### src/rtl/core/stdn_pkg.sv
// shared types, constants and conversion functions of the spatio-temporal denoiser
package stdn_pkg;

  // defaults for the top-level parameters
  localparam int DEF_MAX_WIDTH  = 2048;
  localparam int DEF_INDEX_BITS = 4;

  // output queue sizing
  localparam int FIFO_DEPTH = 8;
  localparam int FIFO_PTR_W = $clog2(FIFO_DEPTH);
  localparam int FIFO_CNT_W = $clog2(FIFO_DEPTH + 1);

  // stream widths
  localparam int IN_DATA_W  = 56;
  localparam int IN_USER_W  = 4;
  localparam int OUT_DATA_W = 32;
  localparam int OUT_USER_W = 1;
  localparam int CFG_IDX_W  = 2;
  localparam int CFG_DATA_W = 4;

  // command codes carried in tuser
  typedef enum logic [1:0] {
    CMD_PIXEL         = 2'd0,
    CMD_LOAD_SPATIAL  = 2'd1,
    CMD_LOAD_TEMPORAL = 2'd2
  } stdn_cmd_t;

  // configuration register indexes
  typedef enum logic [CFG_IDX_W-1:0] {
    REG_SAMPLE_BITS = 2'd0,
    REG_SPATIAL_EN  = 2'd1,
    REG_TEMPORAL_EN = 2'd2
  } stdn_reg_t;

  // pixel payload moving through the spatial stages
  typedef struct packed {
    logic        row_start;
    logic        first_row;
    logic [15:0] load;
    logic [15:0] hist;
  } stdn_pix_t;

  // coefficient table write request
  typedef struct packed {
    logic        spatial_we;
    logic        temporal_we;
    logic [12:0] index;
    logic [15:0] value;
  } stdn_tw_t;

  // spatial result handed to the temporal stage
  typedef struct packed {
    logic        valid;
    logic [15:0] val;
    logic [15:0] hist;
  } stdn_tmp_t;

  // one result transaction
  typedef struct packed {
    logic [9:0]  pixel_out;
    logic [15:0] new_history;
    logic        pixel_valid;
  } stdn_res_t;

  // widen a sample to 16 bits with half-step rounding, depth clamped to 8..10
  function automatic logic [15:0] to_internal(input logic [9:0] smp, input logic [3:0] bits);
    logic [15:0] r;
    priority if (bits <= 4'd8) begin
      r = {smp[7:0], 8'd127};
    end else if (bits == 4'd9) begin
      r = {smp[8:0], 7'd63};
    end else begin
      r = {smp, 6'd31};
    end
    return r;
  endfunction

  // shift a 16-bit value back to sample depth, depth clamped to 8..10
  function automatic logic [9:0] from_internal(input logic [15:0] t, input logic [3:0] bits);
    logic [9:0] r;
    priority if (bits <= 4'd8) begin
      r = {2'b00, t[15:8]};
    end else if (bits == 4'd9) begin
      r = {1'b0, t[15:7]};
    end else begin
      r = t[15:6];
    end
    return r;
  endfunction

  // prev - cur offset by 65536; the table address is its top bits
  function automatic logic [16:0] lp_diff(input logic [15:0] prev, input logic [15:0] cur);
    return {1'b1, prev} - {1'b0, cur};
  endfunction

endpackage

### src/rtl/core/stdn_out_fifo.sv
// output queue that decouples the pipeline from the result channel
module stdn_out_fifo (
  input  logic                clk,
  input  logic                rst_n,
  input  logic                push,
  input  stdn_pkg::stdn_res_t push_res,
  output logic                out_valid,
  input  logic                out_ready,
  output stdn_pkg::stdn_res_t out_res
);

  stdn_pkg::stdn_res_t fifo_mem [stdn_pkg::FIFO_DEPTH];

  logic [stdn_pkg::FIFO_PTR_W-1:0] wr_ptr_r, rd_ptr_r;
  logic [stdn_pkg::FIFO_CNT_W-1:0] cnt_r, cnt_nxt;
  logic                            pop;

  assign out_valid = (cnt_r != '0);
  assign pop       = out_valid && out_ready;
  assign out_res   = fifo_mem[rd_ptr_r];
  assign cnt_nxt   = cnt_r + stdn_pkg::FIFO_CNT_W'(push) - stdn_pkg::FIFO_CNT_W'(pop);

  // entry storage
  always_ff @(posedge clk) begin
    if (push) begin
      fifo_mem[wr_ptr_r] <= push_res;
    end
  end

  // pointers and fill count
  always_ff @(posedge clk) begin
    if (!rst_n) begin
      wr_ptr_r <= '0;
      rd_ptr_r <= '0;
      cnt_r    <= '0;
    end else begin
      if (push) begin
        wr_ptr_r <= wr_ptr_r + stdn_pkg::FIFO_PTR_W'(1);
      end
      if (pop) begin
        rd_ptr_r <= rd_ptr_r + stdn_pkg::FIFO_PTR_W'(1);
      end
      cnt_r <= cnt_nxt;
    end
  end

endmodule

### config.mk
export PLATFORM = sky130hd
export DESIGN_NAME = stdn_out_fifo
export DESIGN_NICKNAME = d
export VERILOG_FILES = /design/src/rtl/core/stdn_pkg.sv /design/src/rtl/core/stdn_out_fifo.sv
export SDC_FILE = /design/constraint.sdc
export NUM_CORES = 1
export LEC_CHECK = 0
export BUFFER_PORTS_ARGS = -buffer_cell sky130_fd_sc_hd__clkbuf_2
export CAP_MARGIN = 30
export CORE_MARGIN = 8
export CORE_UTILIZATION = 45
export CTS_CLUSTER_DIAMETER = 30
export DETAILED_ROUTE_END_ITERATION = 6
export GPL_TIMING_DRIVEN = 0
export SLEW_MARGIN = 20
export SYNTH_ARGS = -nofsm -noshare
export SYNTH_HDL_FRONTEND = slang
export SYNTH_SLANG_ARGS = --single-unit
export TNS_END_PERCENT = 50
### constraint.sdc
create_clock -name clk -period 3.16 [get_ports clk]
set_clock_uncertainty 0.15 [all_clocks]
set_input_delay 0.474 -clock clk [delete_from_list [all_inputs] [get_ports clk]]
set_output_delay 0.474 -clock clk [all_outputs]
set_load 0.02 [all_outputs]
==> Implementation_results.wiki, run 1 <==
{| class="wikitable"
! Metric !! Value
|-
| Share of power burned in the clock network || 0.502
|-
| Pin slew with the least headroom to its limit || 0.7232 ns
|-
| Growth of design area from synthesis to finish || 26.87%
|-
| Critical path required time || 2.54 ns
|-
| Die outline area || 0.02473 mm2
|-
| Leading post-synthesis cells by cell area || edfxtp_1 72%, mux4_1 16%, mux2_2 3.4%
|-
| Maximum frequency from static timing analysis || 343.0 MHz
|-
| Number of fill cells in the layout || 1481
|-
| Critical-path cell list || clkbuf_2 -> buf_1 -> mux2_2 -> clkbuf_2
|-
| Number of global-route vias before repair || 4658
|-
| Kind of start point of the critical path || register
|-
| Number of buffer and inverter stages on the critical path || 3
|-
| Data arrival time of the critical path || 2.29 ns
|-
| H-tree depth reported by CTS || 2
|-
| Critical Path End Type || output port
|-
| Count of buffers from port buffering || 58
|-
| Max-slew headroom || 0.5179
|-
| Yosys warning total || 0
|-
| Switching fraction of total power || 0.2341
|-
| Relative contribution of sequential cells to total power || 0.370
|-
| Outcome || finished, final reports clean
|-
| Post-Syn Nets || 422
|-
| Min Hold Slack || 0.08905 ns
|-
| Total global-route track usage || 0.1460
|-
| Worst-Skew Late Latency || 0.51 ns
|-
| Floorplan die width || 157.3 um
|-
| Routed via count || 4203
|-
| Number of violations of the max-capacitance limit || 0
|-
| Setup repair after global routing missed its margin || false
|-
| Global route overflow || 0
|-
| Commonest cells in the netlist || 216 x edfxtp_1, 54 x mux4_1, 27 x mux2_2
|-
| Core utilization of the finished layout || 0.5836
|-
| Total wire length || 17330 um
|-
| Crit path max fanout || 10
|-
| Switching pwr || 2.199 mW
|-
| DR WL/cell || 21.69 um
|-
| DP HPWL || 10570 um
|-
| Instance area after placement || 0.009861 mm2
|-
| Most used cell along the critical path || clkbuf_2
|-
| Synth Flop Type || edfxtp_1
|-
| Initial core utilization || 0.4600
|-
| Leak Pwr || 3.992 nW
|-
| Int Power || 7.195 mW
|-
| Vias per inst || 5.260
|-
| Sequential share of the synthesized area || 0.7512
|-
| Clock buffer count from CTS || 43
|-
| Setup-violating endpoint count in the final report || 0
|-
| CORE AREA || 0.01953 mm2
|-
| Detailed Route Iter0 Violations || 193
|-
| Total number of nets in the final design || 538
|-
| Gate family responsible for the most delay along the worst path || buffers and inverters
|-
| Maximum vdd ir drop || 678.9 uV
|-
| Pwr dens || 824.4 mW/mm2
|-
| Site row count || 51
|-
| Global-route wire length before repair || 26560 um
|-
| Portion of synthesized cell area occupied by the leading cell type || 0.7222
|-
| Number of routed nets with antenna violations || 0
|-
| Ys async rst share || 0
|-
| Post-layout instance area || 0.01139 mm2
|-
| Fraction of power consumed by combinational cells || 0.128
|-
| Path type of the worst setup path || register to output port
|-
| Clk pin slew, worst setup/hold paths || 0.05 ns
|-
| Chip Height || 157.3 um
|-
| Final Hold Vio Count || 0
|-
| Maximum number of pins on one net before global-route repair || 20
|-
| Total power || 9.394 mW
|-
| Initial antenna violation count || 0
|-
| Cell with the largest stage delay on the worst path || buf_1
|-
| Fraction of layout cells with a size suffix above 1 || 0.3652
|-
| Iteration count of the initial detailed-routing pass || 5
|-
| Peak per-stage delay on the critical path || 0.59 ns
|-
| Clock sinks || 229
|-
| TritonCTS clock tree || done
|-
| Placer congestion estimate || 0.6873
|-
| Mean Syn Cell Area || 23.39 um2
|-
| Ratio of final minimum period to clock period || 0.9227
|-
| Pins over their slew limit || 0
|-
| Number of flops mapped to enable cells by yosys || 216
|-
| Hold-fix buffer count after cts || 0
|-
| Max Root-Sink Buffers || 3
|-
| Setup tns final || 0 ns
|-
| Most common cell in the netlist || edfxtp_1
|-
| I/O pin count || 59
|-
| Gate Count Post-Synth || 384
|-
| Final antenna diode count || 0
|-
| Path class of the lowest-slack min-delay path || primary input to register
|-
| Netlist cell types || 25
|-
| Cell type with the largest total area after synthesis || edfxtp_1
|-
| Clock Tree Root || clkbuf_16
|-
| Drt drc || 0
|-
| Number of synthesized register bits || 229
|-
| Total standard cell area after synthesis || 0.008981 mm2
|-
| Period minus WS final || 2.916 ns
|}
-- cell families (layout without fill, tap and decap cells) --
family | count (synthesis) | count (layout) | synth area share
xor gates and xnor gates | 3 | 3 | 0.002926
muxes | 90 | 90 | 0.2019
DFF | 229 | 229 | 0.7512
and+or+nand+nor | 33 | 33 | 0.01839
AOI/OAI and AO/OA | 2 | 2 | 0.001393
adders and majority gates | 7 | 7 | 0.01059
buffers and inverters | 20 | 170 | 0.01365
-- repair_timing --
action                                  CTS  global route
gates resized for setup                   5             0
buffers inserted                          0             0
endpoints found under the setup margin   27             0
-- routing by layer --
metal  part of all wire  up-vias  track usage
met5                  0        -            0
met4              0.019        0      0.05304
met3              0.054       30      0.04113
met2               0.50       97       0.2440
met1               0.43     2166       0.1785
li1                   -     1910            -
-- through the flow --
stage                     cells  worst slack, ns
after floorplan             384           0.1260
after detailed placement    720           0.4265
after CTS                   799           0.1174
after global routing        799           0.1089
final                       799           0.2444
after global placement      707           -2.081
-- power by group through the flow --
stage | clock, mW | sequential, mW | combinational (mW)
finish | 4.71 | 3.47 | 1.21
detailed placement | 0 | 3.53 | 1.23
global placement | 0 | 3.53 | 1.19
CTS | 4.81 | 3.48 | 1.24
floorplan | 0 | 3.52 | 0.849
global route | 4.95 | 3.48 | 1.31
-- registers in the layout, summed over array words and instances (netlist names), named ones only --
signal,flops
rd_ptr_r,3
wr_ptr_r,3
cnt_r,4
fifo_mem,216
-- worst register-to-register path: stages (launching register included) --
cell	delay (ns)
dfxtp_1	0.29
inv_1	0.07
ha_1	0.14
or3b_2	0.48
nand2_1	0.27
or2_2	0.17
ha_1	0.21
a21o_1	0.18
a21oi_1	0.20
mux2i_1	0.19
-- worst paths after layout --
check	startpoint	slack [ns]	cells after the start	end
setup / recovery	register	0.24	4	out_res[24]
hold reg to reg	rd_ptr_r[2]	0.34	2	rd_ptr_r[2]
setup reg to reg	cnt_r[2]	0.73	9	cnt_r[3]
hold / removal	push_res[7]	0.09	1	fifo_mem[6][7]
-- final cells by class --
| cell class | instances | area, um2 | share of cell area |
|---|---|---|---|
| flip-flops and latches | 229 | 6746 | 0.5921 |
| multi-input cells | 135 | 2167 | 0.1902 |
| clock buffers | 48 | 1137 | 0.09981 |
| repair buffers | 71 | 493.0 | 0.04326 |
| clock inverters | 31 | 390.4 | 0.03426 |
| well taps | 265 | 331.6 | 0.02910 |
| plain buffers | 16 | 113.9 | 0.009992 |
| inverters | 4 | 15.01 | 0.001318 |
-- layout by cell type, fill, tap and decap left out, types with 2 or more instances in the layout --
cell	synthesis	layout
clkbuf_2	2	61
buf_2	0	4
nand2_1	9	9
and2_1	4	4
ha_1	6	6
bufinv_16	0	7
dfxtp_1	13	13
inv_1	4	4
buf_1	6	2
nor3_2	0	2
mux2i_1	9	9
mux4_1	54	54
inv_6	0	7
buf_16	0	4
nor2b_1	2	2
buf_4	0	7
clkinv_1	0	2
nand2b_1	6	6
xnor2_1	2	2
buf_12	0	2
clkbuf_16	0	45
clkbuf_1	2	4
edfxtp_1	216	216
buf_6	6	6
mux2_2	27	27
clkinvlp_4	0	3
clkinv_4	0	6
clkinv_2	0	5
nor2_4	0	6
(Power assumes the default switching activity.)
==> run 2: changes to the inputs <==
--- a/config.mk
+++ b/config.mk
@@ -5,6 +5,7 @@
 export SDC_FILE = /design/constraint.sdc
 export NUM_CORES = 1
 export LEC_CHECK = 0
+export ABC_CLOCK_PERIOD_IN_PS = 2700
 export BUFFER_PORTS_ARGS = -buffer_cell sky130_fd_sc_hd__clkbuf_2
 export CAP_MARGIN = 30
 export CORE_MARGIN = 8
==> constraint.sdc (replaced) <==
create_clock -name clk -period 2.7 [get_ports clk]
set_clock_uncertainty 0.15 [all_clocks]
set_input_delay 0.405 -clock clk [delete_from_list [all_inputs] [get_ports clk]]
set_output_delay 0.405 -clock clk [all_outputs]
set_load 0.02 [all_outputs]
==> run 2 against run 1 <==
Compared with the run above: the run now ends with negative setup slack left; sequential power up 18%; hold slack worse by 0.072 ns; cell count up 0.88%; critical path type unchanged; largest cell class unchanged.
==> Implementation_results.wiki, run 2 (synthesized netlist as in run 1, its figures left out) <==
{| class="wikitable"
! Metric !! Value
|-
| Outcome || finished with violations
|-
| Violated checks || negative setup slack
|-
| Peak per-stage delay on the critical path || 0.56 ns
|-
| Drt drc || 0
|-
| Core utilization of the finished layout || 0.5889
|-
| Number of fill cells in the layout || 1436
|-
| Max-slew headroom || 0.5506
|-
| Final Hold Vio Count || 0
|-
| Max Root-Sink Buffers || 3
|-
| Leading cell types in the layout, fill and taps excluded || 216 x edfxtp_1, 49 x clkbuf_16, 40 x clkbuf_2
|-
| Period minus WS final || 2.778 ns
|-
| Number of flip-flops under the largest register name || 216
|-
| Number of violations of the max-capacitance limit || 0
|-
| Count of buffers from port buffering || 58
|-
| Leak Pwr || 3.965 nW
|-
| Placer congestion estimate || 0.6985
|-
| Ratio of final minimum period to clock period || 1.029
|-
| Multi-input logic area || 0.002102 mm2
|-
| Setup repair after global routing missed its margin || true
|-
| Global route overflow || 0
|-
| Final antenna diode count || 0
|-
| Path type of the worst setup path || register to output port
|-
| Initial core utilization || 0.4600
|-
| Maximum vdd ir drop || 542.4 uV
|-
| Site row count || 51
|-
| Die outline area || 0.02473 mm2
|-
| TritonCTS clock tree || done
|-
| Pins over their slew limit || 0
|-
| Worst-Skew Late Latency || 0.51 ns
|-
| Final Non-Filler Cells || 806
|-
| Number of stages on the worst hold path || 1
|-
| Critical Path End Type || output port
|-
| Global-route wire length before repair || 26450 um
|-
| DR WL/cell || 22.17 um
|-
| Clock sinks || 229
|-
| Pin slew with the least headroom to its limit || 0.6725 ns
|-
| Maximum frequency from static timing analysis || 360.0 MHz
|-
| Crit path max fanout || 10
|-
| Number of global-route vias before repair || 4608
|-
| Chip Height || 157.3 um
|-
| Total global-route track usage || 0.1455
|-
| Cell with the largest stage delay on the worst path || mux4_1
|-
| Setup-violating endpoint count in the final report || 20
|-
| Count of cells along the worst register-to-register path || 9
|-
| Storage cell area || 0.006750 mm2
|-
| Maximum number of pins on one net before global-route repair || 20
|-
| Iteration count of the initial detailed-routing pass || 4
|-
| Vias per inst || 5.227
|-
| R2R Path Start || cnt_r[2]
|-
| Initial antenna violation count || 2
|-
| Top reg by flops || fifo_mem
|-
| Clk pin slew, worst setup/hold paths || 0.05 ns
|-
| Setup tns final || -0.8694 ns
|-
| Detailed Route Iter0 Violations || 320
|-
| Number of routed nets with antenna violations || 0
|-
| Kind of start point of the critical path || register
|-
| Clock Tree Root || clkbuf_16
|-
| Total number of nets in the final design || 547
|-
| Most frequent standard cell in the layout excluding fill and tap cells || edfxtp_1
|-
| Worst-case setup margin in the final layout || -0.07754 ns
|-
| H-tree depth reported by CTS || 2
|-
| Pwr dens || 950.1 mW/mm2
|-
| Most used cell along the critical path || buf_12
|-
| Hold path startpoint || push_res[24]
|-
| Fraction of layout cells with a size suffix above 1 || 0.4104
|-
| DP HPWL || 10760 um
|-
| Routed via count || 4213
|-
| Floorplan die width || 157.3 um
|-
| I/O pin count || 59
|-
| Critical-path cell list || buf_12 -> buf_12 -> mux4_1 -> mux2_2 -> buf_2
|-
| Clock buffer count from CTS || 45
|-
| Critical path required time || 2.14 ns
|-
| Data arrival time of the critical path || 2.22 ns
|-
| Total wire length || 17870 um
|-
| Growth of design area from synthesis to finish || 28.04%
|-
| Path class of the lowest-slack min-delay path || primary input to register
|-
| CORE AREA || 0.01953 mm2
|-
| Top Registers || fifo_mem: 216 flops, cnt_r: 4 flops
|-
| Instance count after placement with tap cells included || 719
|}
==> run 2: cell types whose count changed in the layout (fill, tap and decap cells not counted), sizes merged <==
cell	previous run	this run
clkinvlp	3	6
inv	12	5
clkinv	13	14
buf	25	46
bufinv	7	4
clkbuf	110	99
dlygate4sd3	0	3
==> run 2: final cells by class <==
class,count,area share
Sequential cell,229,0.5870
Multi-Input combinational cell,135,0.1828
Clock buffer,54,0.1027
Timing Repair Buffer,78,0.05756
Tap cell,265,0.02883
Clock inverter,25,0.02285
Buffer,16,0.01697
Inverter,4,0.001306
==> run 2: stage by stage <==
step | hold slack, ns | instance area (um2) | worst slack (ns) | power (mW)
finish | 0.01740 | 11500 | -0.07754 | 10.93
global route | 0.01733 | 11500 | -0.1235 | 11.31
CTS | 0.003460 | 11420 | -0.1075 | 10.88
detailed placement | 0.3308 | 9874 | 0.1267 | 5.599
global placement | 0.3135 | 9608 | -2.420 | 5.528
floorplan | 0.3055 | 8986 | -0.2607 | 5.119
==> run 2: per-layer routing <==
metal | track usage | part of all wire | vias up
li1 | - | - | 1889
met1 | 0.1862 | 0.44 | 2181
met2 | 0.2345 | 0.49 | 106
met3 | 0.04140 | 0.055 | 33
met4 | 0.05032 | 0.019 | 4
met5 | 0 | 0.0013 | -
==> run 2: worst paths after layout <==
kind                      to  slack, ns
min          fifo_mem[3][24]       0.02
max              out_res[18]      -0.08
min reg2reg      rd_ptr_r[2]       0.34
max reg2reg         cnt_r[3]       0.30
==> run 2: critical path: cells and delay by family, from the launching register on <==
| family | cells | cell delay, ns |
|---|---|---|
| flip-flops | 1 | 0.38 |
| buffers and inverters | 3 | 0.45 |
| multiplexers | 2 | 0.86 |
==> run 2: what timing repair did <==
item	4_1_cts	5_1_grt
hold endpoints to repair	10	0
setup buffers	2	0
gates resized for setup	24	75
pin swaps	0	0
endpoints found under the setup margin	27	27
gates cloned	0	3
hold buffers	3	0
==> run 2: power breakdown <==
part           leakage (nW)  switching, mW  internal [mW]
registers              2.07         0.0542           4.03
logic                  1.21          0.813          0.837
clock network         0.687           1.71           3.49
total                  3.97           2.57           8.35
==> run 3: changes to the inputs <==
--- a/config.mk
+++ b/config.mk
@@ -13,6 +13,7 @@
 export CTS_CLUSTER_DIAMETER = 30
 export DETAILED_ROUTE_END_ITERATION = 6
 export GPL_TIMING_DRIVEN = 0
+export PLACE_DENSITY_LB_ADDON = 0.3
 export SLEW_MARGIN = 20
 export SYNTH_ARGS = -nofsm -noshare
 export SYNTH_HDL_FRONTEND = slang
==> run 3 against run 2 <==
Compared with the run above: the flow still finishes with violations (negative setup slack); critical path depth stayed put; sequential power hardly changed; sequential share of layout area is 0.42 points higher; core utilization is 0.44 points lower; setup slack better by 0.019 ns; cell count is 0.62% lower; non-clock buffer count is 3 lower; global-route usage is 0.15 points higher.
==> Implementation_results.wiki, run 3 (synthesized netlist as in run 1, its figures left out) <==
{| class="wikitable"
! Metric !! Value
|-
| Critical Path End Type || output port
|-
| Violated checks || negative setup slack
|-
| Floorplan die width || 157.3 um
|-
| Clk pin slew, worst setup/hold paths || 0.05 ns
|-
| Data arrival time of the critical path || 2.20 ns
|-
| Period minus WS final || 2.758 ns
|-
| Max-slew headroom || 0.5774
|-
| Crit path max fanout || 10
|-
| Clock Tree Root || clkbuf_16
|-
| Place WS || 0.1335 ns
|-
| Min Hold Slack || 0.01690 ns
|-
| TritonCTS clock tree || done
|-
| Maximum vdd ir drop || 542.8 uV
|-
| Maximum frequency from static timing analysis || 362.6 MHz
|-
| Final antenna diode count || 0
|-
| Initial antenna violation count || 0
|-
| Chip Height || 157.3 um
|-
| Ratio of final minimum period to clock period || 1.022
|-
| Most frequent standard cell in the layout excluding fill and tap cells || edfxtp_1
|-
| Total global-route track usage || 0.1470
|-
| Count of buffers from port buffering || 58
|-
| Total wire length || 17760 um
|-
| Clock buffer count from CTS || 42
|-
| Critical path required time || 2.14 ns
|-
| Worst-Skew Late Latency || 0.50 ns
|-
| Global route overflow || 0
|-
| Crit Reg-Reg Endpoint || cnt_r[1]
|-
| Number of global-route vias before repair || 4655
|-
| Setup repair after global routing missed its margin || true
|-
| DR WL/cell || 22.17 um
|-
| Number of flip-flops under the largest register name || 216
|-
| R2R Path Start || cnt_r[2]
|-
| Number of fill cells in the layout || 1444
|-
| Top reg by flops || fifo_mem
|-
| Iteration count of the initial detailed-routing pass || 4
|-
| Final Non-Filler Cells || 801
|-
| Initial core utilization || 0.4600
|-
| Leak Pwr || 3.964 nW
|-
| Total power || 10.76 mW
|-
| Detailed Route Iter0 Violations || 299
|-
| Path type of the worst setup path || register to output port
|-
| Vias per inst || 5.233
|-
| Leading cell types in the layout, fill and taps excluded || 216 x edfxtp_1, 47 x clkbuf_16, 40 x clkbuf_2
|-
| Pwr dens || 942.3 mW/mm2
|-
| Drt drc || 0
|-
| DP HPWL || 10920 um
|-
| Number of violations of the max-capacitance limit || 0
|-
| Clock sinks || 229
|-
| Post-layout instance area || 0.01141 mm2
|-
| I/O pin count || 59
|-
| Path class of the lowest-slack min-delay path || primary input to register
|-
| Worst-case setup margin in the final layout || -0.05806 ns
|-
| Pin slew with the least headroom to its limit || 0.6324 ns
|-
| Outcome || finished with violations
|-
| Placer congestion estimate || 0.7001
|-
| Count of cells along the worst register-to-register path || 9
|-
| Internal reg-to-reg setup slack || 0.31 ns
|-
| Site row count || 51
|-
| Fraction of layout cells with a size suffix above 1 || 0.4030
|-
| Max Root-Sink Buffers || 3
|-
| End point of the critical path || out_res[25]
|-
| Instance count after placement with tap cells included || 719
|-
| Final Hold Vio Count || 0
|-
| Top Registers || fifo_mem: 216 flops, cnt_r: 4 flops
|-
| Pins over their slew limit || 0
|-
| Die outline area || 0.02473 mm2
|-
| Kind of start point of the critical path || register
|-
| Instance area after placement || 0.009878 mm2
|-
| Maximum number of pins on one net before global-route repair || 20
|-
| Growth of design area from synthesis to finish || 27.08%
|-
| Number of routed nets with antenna violations || 0
|-
| Routed via count || 4192
|-
| Global-route wire length before repair || 27170 um
|-
| H-tree depth reported by CTS || 2
|-
| Setup-violating endpoint count in the final report || 13
|-
| Total number of nets in the final design || 541
|-
| CORE AREA || 0.01953 mm2
|}
[run 3: worst max-delay path, cell delays in order, from the launching register on]
cell and delay, ns:
dfxtp_2 0.33, buf_12 0.16, buf_12 0.16, mux4_1 0.58
mux2_2 0.29, buf_2 0.16
[run 3: worst min-delay path by stage]
stage,depth (start not counted),to,slack [ns],startpoint
4_1_cts,1,fifo_mem[2][17],0.004,push_res[17]
3_5_place_dp,2,rd_ptr_r[2],0.33,rd_ptr_r[2]
3_3_place_gp,2,rd_ptr_r[2],0.32,rd_ptr_r[2]
5_1_grt,1,fifo_mem[2][26],0.01,push_res[26]
6_report,1,fifo_mem[0][26],0.02,push_res[26]
2_1_floorplan,2,register,0.31,rd_ptr_r[2]
[run 3: power by group]
group | internal (mW) | switching [mW]
clock | 3.41 | 1.68
combinational | 0.795 | 0.798
sequential | 4.03 | 0.0509
[run 3: cell type report]
class,instances,area (um2),share of cell area
Clock inverter,25,247.7,0.02171
Clock buffer,52,1152,0.1010
Tap cell,265,331.6,0.02905
Sequential cell,229,6748,0.5912
Timing Repair Buffer,75,605.6,0.05306
Inverter,4,15.01,0.001316
Buffer,16,188.9,0.01655
Multi-Input combinational cell,135,2125,0.1861
[run 3: per-stage QoR]
stage               utilization  TNS [ns]
finish                   0.5845   -0.2684
global route             0.5845    -1.910
CTS                      0.5813    -1.573
detailed placement       0.5059         0
global placement         0.4921   -211.84
floorplan                     -    -7.038
[run 3: routing by layer]
| layer | routed length (um) | share of wire | vias up | track usage |
|---|---|---|---|---|
| li1 | - | - | 1877 | - |
| met1 | 7310 | 0.41 | 2154 | 0.1860 |
| met2 | 8798 | 0.50 | 130 | 0.2403 |
| met3 | 1305 | 0.073 | 31 | 0.04195 |
| met4 | 341 | 0.019 | 0 | 0.04850 |
| met5 | 0 | 0 | - | 0 |
[run 3: timing repair]
item	in CTS	in global routing
endpoints found under the setup margin	27	27
cloned	0	2
gates resized for setup	24	57
setup buffers	2	0
endpoints found under the hold margin	3	0
hold buffers	1	0
